`config.mk`:
```
export PLATFORM = sky130hd
export DESIGN_NAME = midi_byte_stream_parser
export DESIGN_NICKNAME = d
export VERILOG_FILES = /design/src/rtl/mbsp_pkg.sv /design/src/rtl/midi_byte_stream_parser.sv /design/src/rtl/mbsp_datapath.sv /design/src/rtl/mbsp_ctrl.sv
export SDC_FILE = /design/constraint.sdc
export NUM_CORES = 1
export LEC_CHECK = 0
export BUFFER_PORTS_ARGS = -buffer_cell sky130_fd_sc_hd__buf_2
export CORE_ASPECT_RATIO = 1.1
export CORE_UTILIZATION = 55
export CTS_BUF_LIST = sky130_fd_sc_hd__clkbuf_8
export DETAILED_ROUTE_END_ITERATION = 6
export HOLD_SLACK_MARGIN = 0.12
export PLACE_DENSITY_LB_ADDON = 0.08
export SETUP_SLACK_MARGIN = 0.4
export SLEW_MARGIN = 5
export SYNTH_ARGS = -nofsm -noshare
export SYNTH_HDL_FRONTEND = slang
export SYNTH_HIERARCHICAL = 1
export SYNTH_SLANG_ARGS = --single-unit
```
`constraint.sdc`:
```
create_clock -name clk -period 4.4 [get_ports clk]
set_input_delay 0.22 -clock clk [delete_from_list [all_inputs] [get_ports clk]]
set_output_delay 0.22 -clock clk [all_outputs]
set_load 0.005 [all_outputs]
```
`src/rtl/mbsp_pkg.sv`:
```
// Shared constants, types and the length decode of the MIDI byte stream parser.
`timescale 1ns / 1ps
`default_nettype none

package mbsp_pkg;

    // Message buffer geometry.
    localparam int BUFFER_DEPTH = 64;
    localparam int ADDR_W       = $clog2(BUFFER_DEPTH);
    localparam int CNT_W        = $clog2(BUFFER_DEPTH + 1);
    localparam logic [CNT_W-1:0] DEPTH_CNT = CNT_W'(BUFFER_DEPTH);

    // Byte codes of the MIDI protocol.
    localparam logic [7:0] BYTE_RT_MIN     = 8'hF8;
    localparam logic [7:0] BYTE_RT_DROP    = 8'hFD;
    localparam logic [7:0] BYTE_EOX        = 8'hF7;
    localparam logic [7:0] BYTE_SOX        = 8'hF0;
    localparam logic [7:0] BYTE_STATUS_MIN = 8'h80;
    localparam logic [7:0] BYTE_TUNE       = 8'hF6;
    localparam logic [7:0] BYTE_MTC        = 8'hF1;
    localparam logic [7:0] BYTE_SONG_POS   = 8'hF2;
    localparam logic [7:0] BYTE_SONG_SEL   = 8'hF3;
    localparam logic [7:0] BYTE_UNDEF_A    = 8'hF4;
    localparam logic [7:0] BYTE_UNDEF_B    = 8'hF5;
    localparam logic [7:0] BYTE_NONE       = 8'h00;

    // High nibbles of status bytes that set the message length.
    localparam logic [3:0] NIB_PROGRAM  = 4'hC;
    localparam logic [3:0] NIB_PRESSURE = 4'hD;
    localparam logic [3:0] NIB_SYSTEM   = 4'hF;

    // Message lengths; open means terminated by end of exclusive.
    localparam logic [1:0] LEN_OPEN  = 2'd0;
    localparam logic [1:0] LEN_TWO   = 2'd2;
    localparam logic [1:0] LEN_THREE = 2'd3;

    // Controller states.
    typedef enum logic [1:0] {
        ST_IDLE,
        ST_FETCH,
        ST_LOAD
    } mbsp_state_t;

    // Commands from the controller to the datapath.
    typedef struct packed {
        logic accept;
        logic load;
        logic finish;
    } mbsp_cmd_t;

    // Status from the datapath to the controller.
    typedef struct packed {
        logic start_replay;
        logic out_free;
        logic last_idx;
    } mbsp_status_t;

    // Length of the message that a status byte opens.
    function automatic logic [1:0] msg_length(input logic [7:0] b);
        logic [1:0] len;
        len = LEN_THREE;
        case (b[7:4])
            NIB_PROGRAM, NIB_PRESSURE: len = LEN_TWO;
            NIB_SYSTEM:
            begin
                if (b == BYTE_MTC || b == BYTE_SONG_SEL)
                    len = LEN_TWO;
                else if (b == BYTE_SONG_POS)
                    len = LEN_THREE;
                else
                    len = LEN_OPEN;
            end
            default: len = LEN_THREE;
        endcase
        return len;
    endfunction

endpackage

`default_nettype wire

```
`src/rtl/midi_byte_stream_parser.sv`:
```
// Top level of the MIDI byte stream parser.
// Usage:
//   The slave channel (s_tvalid, s_tready, s_tdata) takes one raw MIDI byte per word.
//   The master channel (m_tvalid, m_tready, m_tdata, m_tlast) gives complete
//   messages, status byte first, with m_tlast on the final byte of each message.
//   Realtime bytes and tune request leave as one-word messages in the cycle after
//   they are taken. Channel, system common and sysex messages are collected in
//   a 64-entry buffer and replayed when complete: each output word passes a fetch
//   state and a load state, set by the registered read of the buffer memory, and
//   the load waits while the output register is held. Data bytes that complete
//   no message start no replay.
//   Input words are taken only while no replay runs and the output register is
//   free or being emptied; a stalled receiver holds the output word and so
//   holds the input as well. No word is lost or repeated under stalls.
//   Reset clears the running status, the fill count and the output valid; the
//   buffer memory needs no clearing since only written entries are replayed.
`timescale 1ns / 1ps
`default_nettype none

module midi_byte_stream_parser (
    input  wire logic       clk,
    input  wire logic       rst_n,
    input  wire logic       s_tvalid,
    output logic            s_tready,
    input  wire logic [7:0] s_tdata,   // [7:0] in_byte
    output logic            m_tvalid,
    input  wire logic       m_tready,
    output logic [7:0]      m_tdata,   // [7:0] out_byte
    output logic            m_tlast    // last
);

    mbsp_pkg::mbsp_cmd_t    cmd;
    mbsp_pkg::mbsp_status_t status;

    mbsp_ctrl u_ctrl (
        .clk      (clk),
        .rst_n    (rst_n),
        .s_tvalid (s_tvalid),
        .s_tready (s_tready),
        .status   (status),
        .cmd      (cmd)
    );

    mbsp_datapath u_datapath (
        .clk      (clk),
        .rst_n    (rst_n),
        .cmd      (cmd),
        .status   (status),
        .in_byte  (s_tdata),
        .m_tready (m_tready),
        .m_tvalid (m_tvalid),
        .out_byte (m_tdata),
        .out_last (m_tlast)
    );

endmodule

`default_nettype wire

```
`src/rtl/mbsp_datapath.sv`:
```
// Datapath of the MIDI byte stream parser: message state, buffer memory and output register.
`timescale 1ns / 1ps
`default_nettype none

module mbsp_datapath (
    input  wire logic                 clk,
    input  wire logic                 rst_n,
    input  wire mbsp_pkg::mbsp_cmd_t  cmd,
    output mbsp_pkg::mbsp_status_t    status,
    input  wire logic [7:0]           in_byte,
    input  wire logic                 m_tready,
    output logic                      m_tvalid,
    output logic [7:0]                out_byte,
    output logic                      out_last
);

    logic [7:0]                    status_reg, status_next;
    logic [1:0]                    exp_reg, exp_next;
    logic [mbsp_pkg::CNT_W-1:0]    count_reg, count_next;
    logic                          ovf_reg, ovf_next;
    logic [mbsp_pkg::ADDR_W-1:0]   idx_reg, idx_next;
    logic                          out_valid_reg, out_valid_next;
    logic [7:0]                    out_byte_reg, out_byte_next;
    logic                          out_last_reg, out_last_next;
    logic [7:0]                    rd_data_reg;
    logic [7:0]                    mem [mbsp_pkg::BUFFER_DEPTH];

    logic                          mem_we;
    logic [mbsp_pkg::CNT_W-1:0]    waddr;
    logic                          single_load;
    logic                          start;
    logic                          out_free;
    logic                          last_idx;

    assign out_free = !out_valid_reg || m_tready;
    assign last_idx = ({1'b0, idx_reg} + mbsp_pkg::CNT_W'(1)) == count_reg;

    // Message state update for an accepted byte, for each loaded word and at the end of a replay.
    always_comb
    begin
        status_next = status_reg;
        exp_next    = exp_reg;
        count_next  = count_reg;
        ovf_next    = ovf_reg;
        idx_next    = idx_reg;
        mem_we      = 1'b0;
        waddr       = count_reg;
        single_load = 1'b0;
        start       = 1'b0;
        if (cmd.accept)
        begin
            if (in_byte >= mbsp_pkg::BYTE_RT_MIN)
            begin
                single_load = (in_byte != mbsp_pkg::BYTE_RT_DROP);
            end
            else if (in_byte == mbsp_pkg::BYTE_EOX)
            begin
                if (status_reg == mbsp_pkg::BYTE_SOX)
                begin
                    if (count_reg < mbsp_pkg::DEPTH_CNT)
                    begin
                        mem_we     = 1'b1;
                        count_next = count_reg + mbsp_pkg::CNT_W'(1);
                    end
                    else
                    begin
                        ovf_next = 1'b1;
                    end
                end
                if (status_reg != mbsp_pkg::BYTE_SOX || ovf_next)
                begin
                    // Stray end of exclusive, or an overflowed sysex: drop all.
                    status_next = mbsp_pkg::BYTE_NONE;
                    exp_next    = mbsp_pkg::LEN_OPEN;
                    count_next  = '0;
                    ovf_next    = 1'b0;
                end
                else
                begin
                    start = 1'b1;
                end
            end
            else if (in_byte >= mbsp_pkg::BYTE_STATUS_MIN)
            begin
                ovf_next = 1'b0;
                if (in_byte inside {mbsp_pkg::BYTE_UNDEF_A, mbsp_pkg::BYTE_UNDEF_B,
                                    mbsp_pkg::BYTE_TUNE})
                begin
                    status_next = mbsp_pkg::BYTE_NONE;
                    exp_next    = mbsp_pkg::LEN_OPEN;
                    count_next  = '0;
                    single_load = (in_byte == mbsp_pkg::BYTE_TUNE);
                end
                else
                begin
                    // The status byte is entry zero; it is served from status_reg.
                    status_next = in_byte;
                    exp_next    = mbsp_pkg::msg_length(in_byte);
                    count_next  = mbsp_pkg::CNT_W'(1);
                end
            end
            else if (status_reg != mbsp_pkg::BYTE_NONE)
            begin
                // Data byte; an empty buffer takes the running status first.
                waddr = (count_reg == '0) ? mbsp_pkg::CNT_W'(1) : count_reg;
                if (waddr < mbsp_pkg::DEPTH_CNT)
                begin
                    mem_we     = 1'b1;
                    count_next = waddr + mbsp_pkg::CNT_W'(1);
                end
                else
                begin
                    ovf_next = 1'b1;
                end
                start = (exp_reg != mbsp_pkg::LEN_OPEN) &&
                        (count_next == mbsp_pkg::CNT_W'(exp_reg));
            end
        end
        if (cmd.load)
        begin
            idx_next = idx_reg + mbsp_pkg::ADDR_W'(1);
        end
        if (cmd.finish)
        begin
            idx_next   = '0;
            count_next = '0;
            ovf_next   = 1'b0;
            if (status_reg >= mbsp_pkg::BYTE_SOX)
            begin
                status_next = mbsp_pkg::BYTE_NONE;
                exp_next    = mbsp_pkg::LEN_OPEN;
            end
        end
    end

    // Output register: a single byte on accept, or one buffered byte per load.
    always_comb
    begin
        out_valid_next = out_valid_reg;
        out_byte_next  = out_byte_reg;
        out_last_next  = out_last_reg;
        if (single_load)
        begin
            out_valid_next = 1'b1;
            out_byte_next  = in_byte;
            out_last_next  = 1'b1;
        end
        else if (cmd.load)
        begin
            out_valid_next = 1'b1;
            out_byte_next  = (idx_reg == '0) ? status_reg : rd_data_reg;
            out_last_next  = last_idx;
        end
        else if (m_tready)
        begin
            out_valid_next = 1'b0;
        end
    end

    // Control state registers.
    always_ff @(posedge clk or negedge rst_n)
    begin
        if (!rst_n)
        begin
            status_reg    <= mbsp_pkg::BYTE_NONE;
            exp_reg       <= mbsp_pkg::LEN_OPEN;
            count_reg     <= '0;
            ovf_reg       <= 1'b0;
            idx_reg       <= '0;
            out_valid_reg <= 1'b0;
        end
        else
        begin
            status_reg    <= status_next;
            exp_reg       <= exp_next;
            count_reg     <= count_next;
            ovf_reg       <= ovf_next;
            idx_reg       <= idx_next;
            out_valid_reg <= out_valid_next;
        end
    end

    // Payload registers.
    always_ff @(posedge clk)
    begin
        out_byte_reg <= out_byte_next;
        out_last_reg <= out_last_next;
    end

    // Message buffer with one write port and a registered read port.
    always_ff @(posedge clk)
    begin
        if (mem_we)
            mem[waddr[mbsp_pkg::ADDR_W-1:0]] <= in_byte;
        rd_data_reg <= mem[idx_reg];
    end

    assign status.start_replay = start;
    assign status.out_free     = out_free;
    assign status.last_idx     = last_idx;
    assign m_tvalid            = out_valid_reg;
    assign out_byte            = out_byte_reg;
    assign out_last            = out_last_reg;

    // The fill count never passes the buffer depth.
    a_count_bound: assert property (@(posedge clk) disable iff (!rst_n)
        count_reg <= mbsp_pkg::DEPTH_CNT)
        else $error("buffer fill count beyond depth");

    // Only a sysex can overflow, and only with a full buffer.
    a_ovf_sysex: assert property (@(posedge clk) disable iff (!rst_n)
        ovf_reg |-> (count_reg == mbsp_pkg::DEPTH_CNT && status_reg == mbsp_pkg::BYTE_SOX))
        else $error("overflow outside a full sysex");

endmodule

`default_nettype wire

```
`src/rtl/mbsp_ctrl.sv`:
```
// Controller of the MIDI byte stream parser: input acceptance and message replay sequencing.
`timescale 1ns / 1ps
`default_nettype none

module mbsp_ctrl (
    input  wire logic                   clk,
    input  wire logic                   rst_n,
    input  wire logic                   s_tvalid,
    output logic                        s_tready,
    input  wire mbsp_pkg::mbsp_status_t status,
    output mbsp_pkg::mbsp_cmd_t         cmd
);

    mbsp_pkg::mbsp_state_t state_reg, state_next;

    // Next state.
    always_comb
    begin
        state_next = state_reg;
        case (state_reg)
            mbsp_pkg::ST_IDLE:
            begin
                if (cmd.accept && status.start_replay)
                    state_next = mbsp_pkg::ST_FETCH;
            end
            mbsp_pkg::ST_FETCH:
            begin
                state_next = mbsp_pkg::ST_LOAD;
            end
            mbsp_pkg::ST_LOAD:
            begin
                if (status.out_free)
                    state_next = status.last_idx ? mbsp_pkg::ST_IDLE : mbsp_pkg::ST_FETCH;
            end
            default:
            begin
                state_next = mbsp_pkg::ST_IDLE;
            end
        endcase
    end

    // Outputs.
    always_comb
    begin
        s_tready   = (state_reg == mbsp_pkg::ST_IDLE) && status.out_free;
        cmd.accept = s_tready && s_tvalid;
        cmd.load   = (state_reg == mbsp_pkg::ST_LOAD) && status.out_free;
        cmd.finish = cmd.load && status.last_idx;
    end

    // State register.
    always_ff @(posedge clk or negedge rst_n)
    begin
        if (!rst_n)
            state_reg <= mbsp_pkg::ST_IDLE;
        else
            state_reg <= state_next;
    end

    // A completed message starts its replay in the next cycle.
    a_start: assert property (@(posedge clk) disable iff (!rst_n)
        (cmd.accept && status.start_replay) |=> state_reg == mbsp_pkg::ST_FETCH)
        else $error("replay did not start");

    // A fetch is always followed by a load attempt.
    a_fetch: assert property (@(posedge clk) disable iff (!rst_n)
        (state_reg == mbsp_pkg::ST_FETCH) |=> state_reg == mbsp_pkg::ST_LOAD)
        else $error("fetch not followed by load");

    // Loading the final byte returns the controller to idle.
    a_finish: assert property (@(posedge clk) disable iff (!rst_n)
        cmd.finish |=> state_reg == mbsp_pkg::ST_IDLE)
        else $error("replay did not end after last byte");

endmodule

`default_nettype wire

```
### Word-level counts from Yosys, hierarchy flattened

Memories as Yosys holds them, arrays and structs flattened. A register that Yosys moved wholly into a read port is not among the register bits.
Index checks and enable logic that the tools add are counted.

| word-level totals | value |
|---|---|
| logic and storage cells | 154 |
| RAM bits | 512 |
| memories kept | 1 |
| bits in registers | 36 |
| output and inout port bits | 11 |
| input port bits | 12 |

| cells by class | value |
|---|---|
| mux-type cells | 87 |
| reduce and logical (&&, ||, !) cells | 25 |
| $add $sub $neg | 4 |
| equality and inequality tests | 23 |
| order comparisons | 5 |

Memory list:

| memory | words | width | read ports | clocked after memory_dff | wr ports | line | RTL |
|---|---|---|---|---|---|---|---|
| u_datapath.mem | 64 | 8 | 1 | 1 | 1 | mbsp_datapath.sv:26 | `logic [7:0] mem [mbsp_pkg::BUFFER_DEPTH];` |

Operators with widths:

| operator | count |
|---|---|
| $mux 7 | 16 |
| $mux 8 | 11 |
| $eq 8x8->1 const B | 8 |
| $mux 6 | 7 |
| $mux 1 | 39 |
| $ge 8x8->1 const B | 3 |
| $mux 2 | 12 |
| $ne 8x8->1 const B | 2 |
| $add 7x1->7 const B | 2 |
| $lt 7x7->1 const B | 2 |
| $eq 4x4->1 const B | 3 |
| $ne 4x4->1 const B | 2 |
| $reduce_bool 2->1 | 4 |
| $reduce_bool 8->1 | 1 |
| $add 6x1->7 const B | 1 |
| $eq 7x2->1 | 1 |
| $eq 7x7->1 | 1 |
| $logic_not 7->1 | 1 |
| $add 6x1->6 const B | 1 |
| $logic_and 1x1->1 | 6 |
| $logic_not 6->1 | 1 |
| $pmux 2 s3 | 1 |
| $reduce_bool 3->1 | 2 |
| $reduce_and 5->1 | 1 |
| other kinds (13) | 16 |

### Logic depth before layout (Yosys ltp)

| logic depth | value |
|---|---|
| depth after elaboration | 19 |
| gate-level depth with buffers | 13 |
| gate-level depth less buffers | 9 |

### Hierarchy

Netlist, hierarchy kept.

By module, submodules not included:

| module | times used | area an instance (um^2) | seq. area each (um^2) | cells each |
|---|---|---|---|---|
| mbsp_datapath | 1 | 22570.4 | 16420.7 | 1186 |
| mbsp_ctrl | 1 | 117.6 | 50.0 | 12 |

### Worst setup path after synthesis

No wires, ideal clock.

| timing | value |
|---|---|
| path kind | reg2reg |
| start point | reg u_datapath.out_valid_reg (netlist: u_datapath/m_tvalid) |
| end point | mem u_datapath.mem[38][0], enable pin |
| stages on the path, launching flop included | 9 |
| library setup time | 371 ps |
| path buffers | 2 |
| slack | 1691 ps |
| period minus slack after synthesis | 2709 ps |
| arrival time | 2339 ps |
| data required time | 4029 ps |
| cells stage by stage | dfrtp_1 nand2b_1 buf_4 nand2b_1 nor3b_1 a21boi_2 buf_2 nand4b_4 nor2_1 |

RTL lines:

| what | line | RTL |
|---|---|---|
| from (decl) | mbsp_datapath.sv:22 | `logic out_valid_reg, out_valid_next;` |
| from (signal assigned) | mbsp_datapath.sv:179 | `out_valid_reg <= out_valid_next;` |
| to (decl) | mbsp_datapath.sv:26 |  |

### Final worst setup path

| timing | value |
|---|---|
| start point | reg u_datapath/count_reg[0] (netlist bit) |
| end point | mem u_datapath.mem[42][5], enable pin |

| on the way | value |
|---|---|
| cells in the longest elaborated chain, start to end | 11 |
| elaborated cells between the ends (all ways) | 19 |
| classes of those cells | 2 x order compare; 16 x mux; 1 x reduce/logical |

Ends and longest elaborated chain:

| what | line | RTL |
|---|---|---|
| from (decl) | mbsp_datapath.sv:19 | `logic [mbsp_pkg::CNT_W-1:0] count_reg, count_next;` |
| from (signal assigned) | mbsp_datapath.sv:176 | `count_reg <= count_next;` |
| $logic_not 7->1 | mbsp_datapath.sv:105 | `waddr = (count_reg == '0) ? mbsp_pkg::CNT_W'(1) : count_reg;` |
| $mux 7 | mbsp_datapath.sv:105 |  |
| $lt 7x7->1 | mbsp_datapath.sv:106 | `if (waddr < mbsp_pkg::DEPTH_CNT)` |
| $mux 1 | mbsp_datapath.sv:106 |  |
| $mux 1 | mbsp_datapath.sv:102 | `else if (status_reg != mbsp_pkg::BYTE_NONE)` |
| $mux 1 | mbsp_datapath.sv:83 | `else if (in_byte >= mbsp_pkg::BYTE_STATUS_MIN)` |
| $mux 1 | mbsp_datapath.sv:56 | `else if (in_byte == mbsp_pkg::BYTE_EOX)` |
| $mux 1 | mbsp_datapath.sv:52 | `if (in_byte >= mbsp_pkg::BYTE_RT_MIN)` |
| $mux 1 | mbsp_datapath.sv:50 | `if (cmd.accept)` |
| $mux 1 | mbsp_datapath.sv:193 | `if (mem_we)` |
| $mux 1 (not written as such) | mbsp_datapath.sv:194 | `mem[waddr[mbsp_pkg::ADDR_W-1:0]] <= in_byte;` |

Several ways; a longest one is shown, not always the timed one.

==> flow_summary.ini <==
[cts]
clockRootBuffer = clkbuf_8
cts.sinks = 556
ctsResizeCount = 0
cts_tree = yes
clock_latency_ns = 0.67
clk_pin_slew_ns = 0.07
post_cts_buffers = 0
numCtsBuffers = 84
postCtsHoldBufs = 6
ctsLongestPathBuffers = 3
h-tree-depth = 3

[cells_and_area]
largest_reg_flops = 512
stdcell_area_um2 = 25000
area_delta_synth_final_pct = 10.1
filler_cell_count = 2838
final_nets = 1287
drive_gt1_share_pct = 25.0
stdcell_count = 1853
diodes = 0

[synth]
synth-edff-count = 520
synth-simple-area-share_pct = 6.25
synthArstFlopShare_pct = 4.86
synth_cells = 1198
synth_mux_area_share_pct = 14.6
yosysSeqAreaShare_pct = 72.6
synth_top_family_by_area = multiplexers
syn_avg_cell_area_um2 = 18.9
ys_types = 74
synth_compound_area_share_pct = 3.88
synthAdderAreaFrac_pct = 0.221
synth_ff_type = edfxtp_1
ys_ff_latch = 556
syn_area_um2 = 22700
syn-num-nets = 1214
yosys_warnings = 6
synth_xor_area_share_pct = 0.618

[timing]
slew_violations = 0
fmax_mhz = 298
skew_ns = 0.0327
post-route-min-period_ns = 3.36
rsz0062_at_grt = false
setup_viol = 0
finalSetupTns_ns = 0
setup_slack_ns = 1.04
fin_crit_sh_pct = 76.3
tightest_slew_ns = 0.987
slew_headroom_pct = 34.2
hold_viol = 0

[detailed_routing]
antenna_left = 0
via_per_inst = 6.42
vias = 11890
wl_per_cell_um = 29.9
wl_um = 55400
dr.pass1.iters = 7
remaining_drc_errors = 2
drt_iter0_drc = 1449

[floorplanning]
rows = 77
ios = 23
die_width_um = 196
fp.dieArea_um2 = 42100
core_area_um2 = 40500
fp.dieH_um = 215
initial_core_util_pct = 56.1

[worst_setup_path]
cpPeakStageDelay_ns = 0.69
cp.arrival_ns = 3.65
worstPathMaxFanout = 15
cp_cell_sequence = inv_1 > ha_1 > nand2b_1 > nor4_4 > a31o_2 > or3_1 > nor2_1
worst_setup_path_end_kind = register
rr_endpoint = u_datapath/mem[42][5]
crit_required_ns = 4.69
endpoint = u_datapath/mem[42][5]
crit_path_start = u_datapath/count_reg[0]
crit_path_start_kind = register
r2r-start = u_datapath/count_reg[0]
rr_worst_depth = 7
cp_slowest_cell = nor2_1
rrSetupSlack_ns = 1.04
criticalPathCategory = register to register

[placement]
dp_slack_ns = 1.12
hpwl_um = 34300
place_inst = 1692
post_dp_cell_area_um2 = 23400
io_buffers = 22
gp_congestion = 0.966

[job]
drv_cap = 0

[global_routing]
grt_pass1_wl_um = 82000
grt_pass1_vias = 11939
antenna_found_initial = 1
grt_usage_pct = 27.5
grt_max_degree = 71
overflow = 0

[run_status]
violations = design-rule violations
status = finished, violations left

[power_and_ir_drop]
ir_worst_vdd_uv = 336
finalPower_mw = 14.8
powerDensity_nw_per_um2 = 591
p_leak_nw = 8.09

[hold_path]
hold_class = input port to async pin
-- where the power goes --
part           switching, mW  internal, mW  total, mW
logic                   2.43          1.91       4.35
registers              0.449          6.05       6.50
clock network           1.96          1.95       3.92
-- worst min-delay path by stage --
stage                     from                 endpoint  slack [ns]  cells after the start
floorplan                rst_n      u_ctrl/state_reg[0]       -0.08                      0
global placement         rst_n      u_ctrl/state_reg[1]        0.31                      1
detailed placement       rst_n    u_datapath/idx_reg[3]        0.32                      1
CTS                      rst_n  u_datapath/count_reg[1]        0.12                      2
global route        s_tdata[4]    u_datapath/mem[23][4]        0.16                      2
finish                   rst_n  u_datapath/count_reg[6]        0.15                      2
-- critical path, delay by kind of cell (launching register included) --
kind                       cells  cell delay (ns)
buffers and inverters          1             0.19
DFF                            1             0.66
adders and majority gates      1             0.24
and+or+nand+nor                4             1.57
AOI/OAI and AO/OA              1             0.30
-- routing by layer --
layer | GRT usage, % | vias up | routed length (um)
met3 | 5.56 | 114 | 4750
met2 | 40.8 | 601 | 25500
met5 | 0 | - | 0
met1 | 39.8 | 6141 | 22900
met4 | 12.7 | 0 | 2230
li1 | - | 5034 | -
-- synthesized netlist by cell type (all sizes together) (12+ instances only) --
library cell | n | share of area (%)
a21oi | 15 | 0.33
a22oi | 25 | 0.83
buf | 39 | 1.0
clkbuf | 35 | 0.58
dfrtp | 27 | 3.0
edfxtp | 520 | 69
inv | 12 | 0.20
mux2i | 26 | 1.1
mux4 | 135 | 13
nand2 | 49 | 0.81
nand3 | 13 | 0.34
nand3b | 14 | 0.46
nor2 | 104 | 1.7
o21ai | 15 | 0.33
-- final cells by class --
cell class / instances / area [um2] / share of cell area [%]
sequential: 556 / 16500 / 66.0
multi-input combinational: 556 / 5810 / 23.3
clock buffer: 86 / 1180 / 4.74
tap: 513 / 642 / 2.57
timing repair buffer: 61 / 443 / 1.77
clock inverter: 69 / 368 / 1.47
inverter: 12 / 45.0 / 0.180
-- cell families (layout without fill, tap and decap cells) --
kind of cell	count (synthesis)	after routing
flip-flops	556	556
AND/OR/NAND/NOR	251	251
multiplexers	163	163
AO/OA/AOI/OAI	122	122
buffers and inverters	86	228
XOR/XNOR	16	16
adder cells (fa/ha/maj)	4	4
-- layout by cell type (no fill, tap or decap), types with 25 or more instances in the layout --
master    count
edfxtp_1    520
mux4_2      135
nor2_1      104
clkbuf_8     86
nand2_1      49
buf_4        31
clkinv_1     27
mux2i_1      26
inv_1        25
a22oi_1      25
-- per-stage QoR --
stage          util [%]  hold WS (ns)
5_1_grt            61.7         0.164
2_1_floorplan         -       -0.0756
3_3_place_gp       57.7         0.306
6_report           61.7         0.150
4_1_cts            61.7         0.123
3_5_place_dp       57.7         0.317
(Power assumes the default switching activity.)
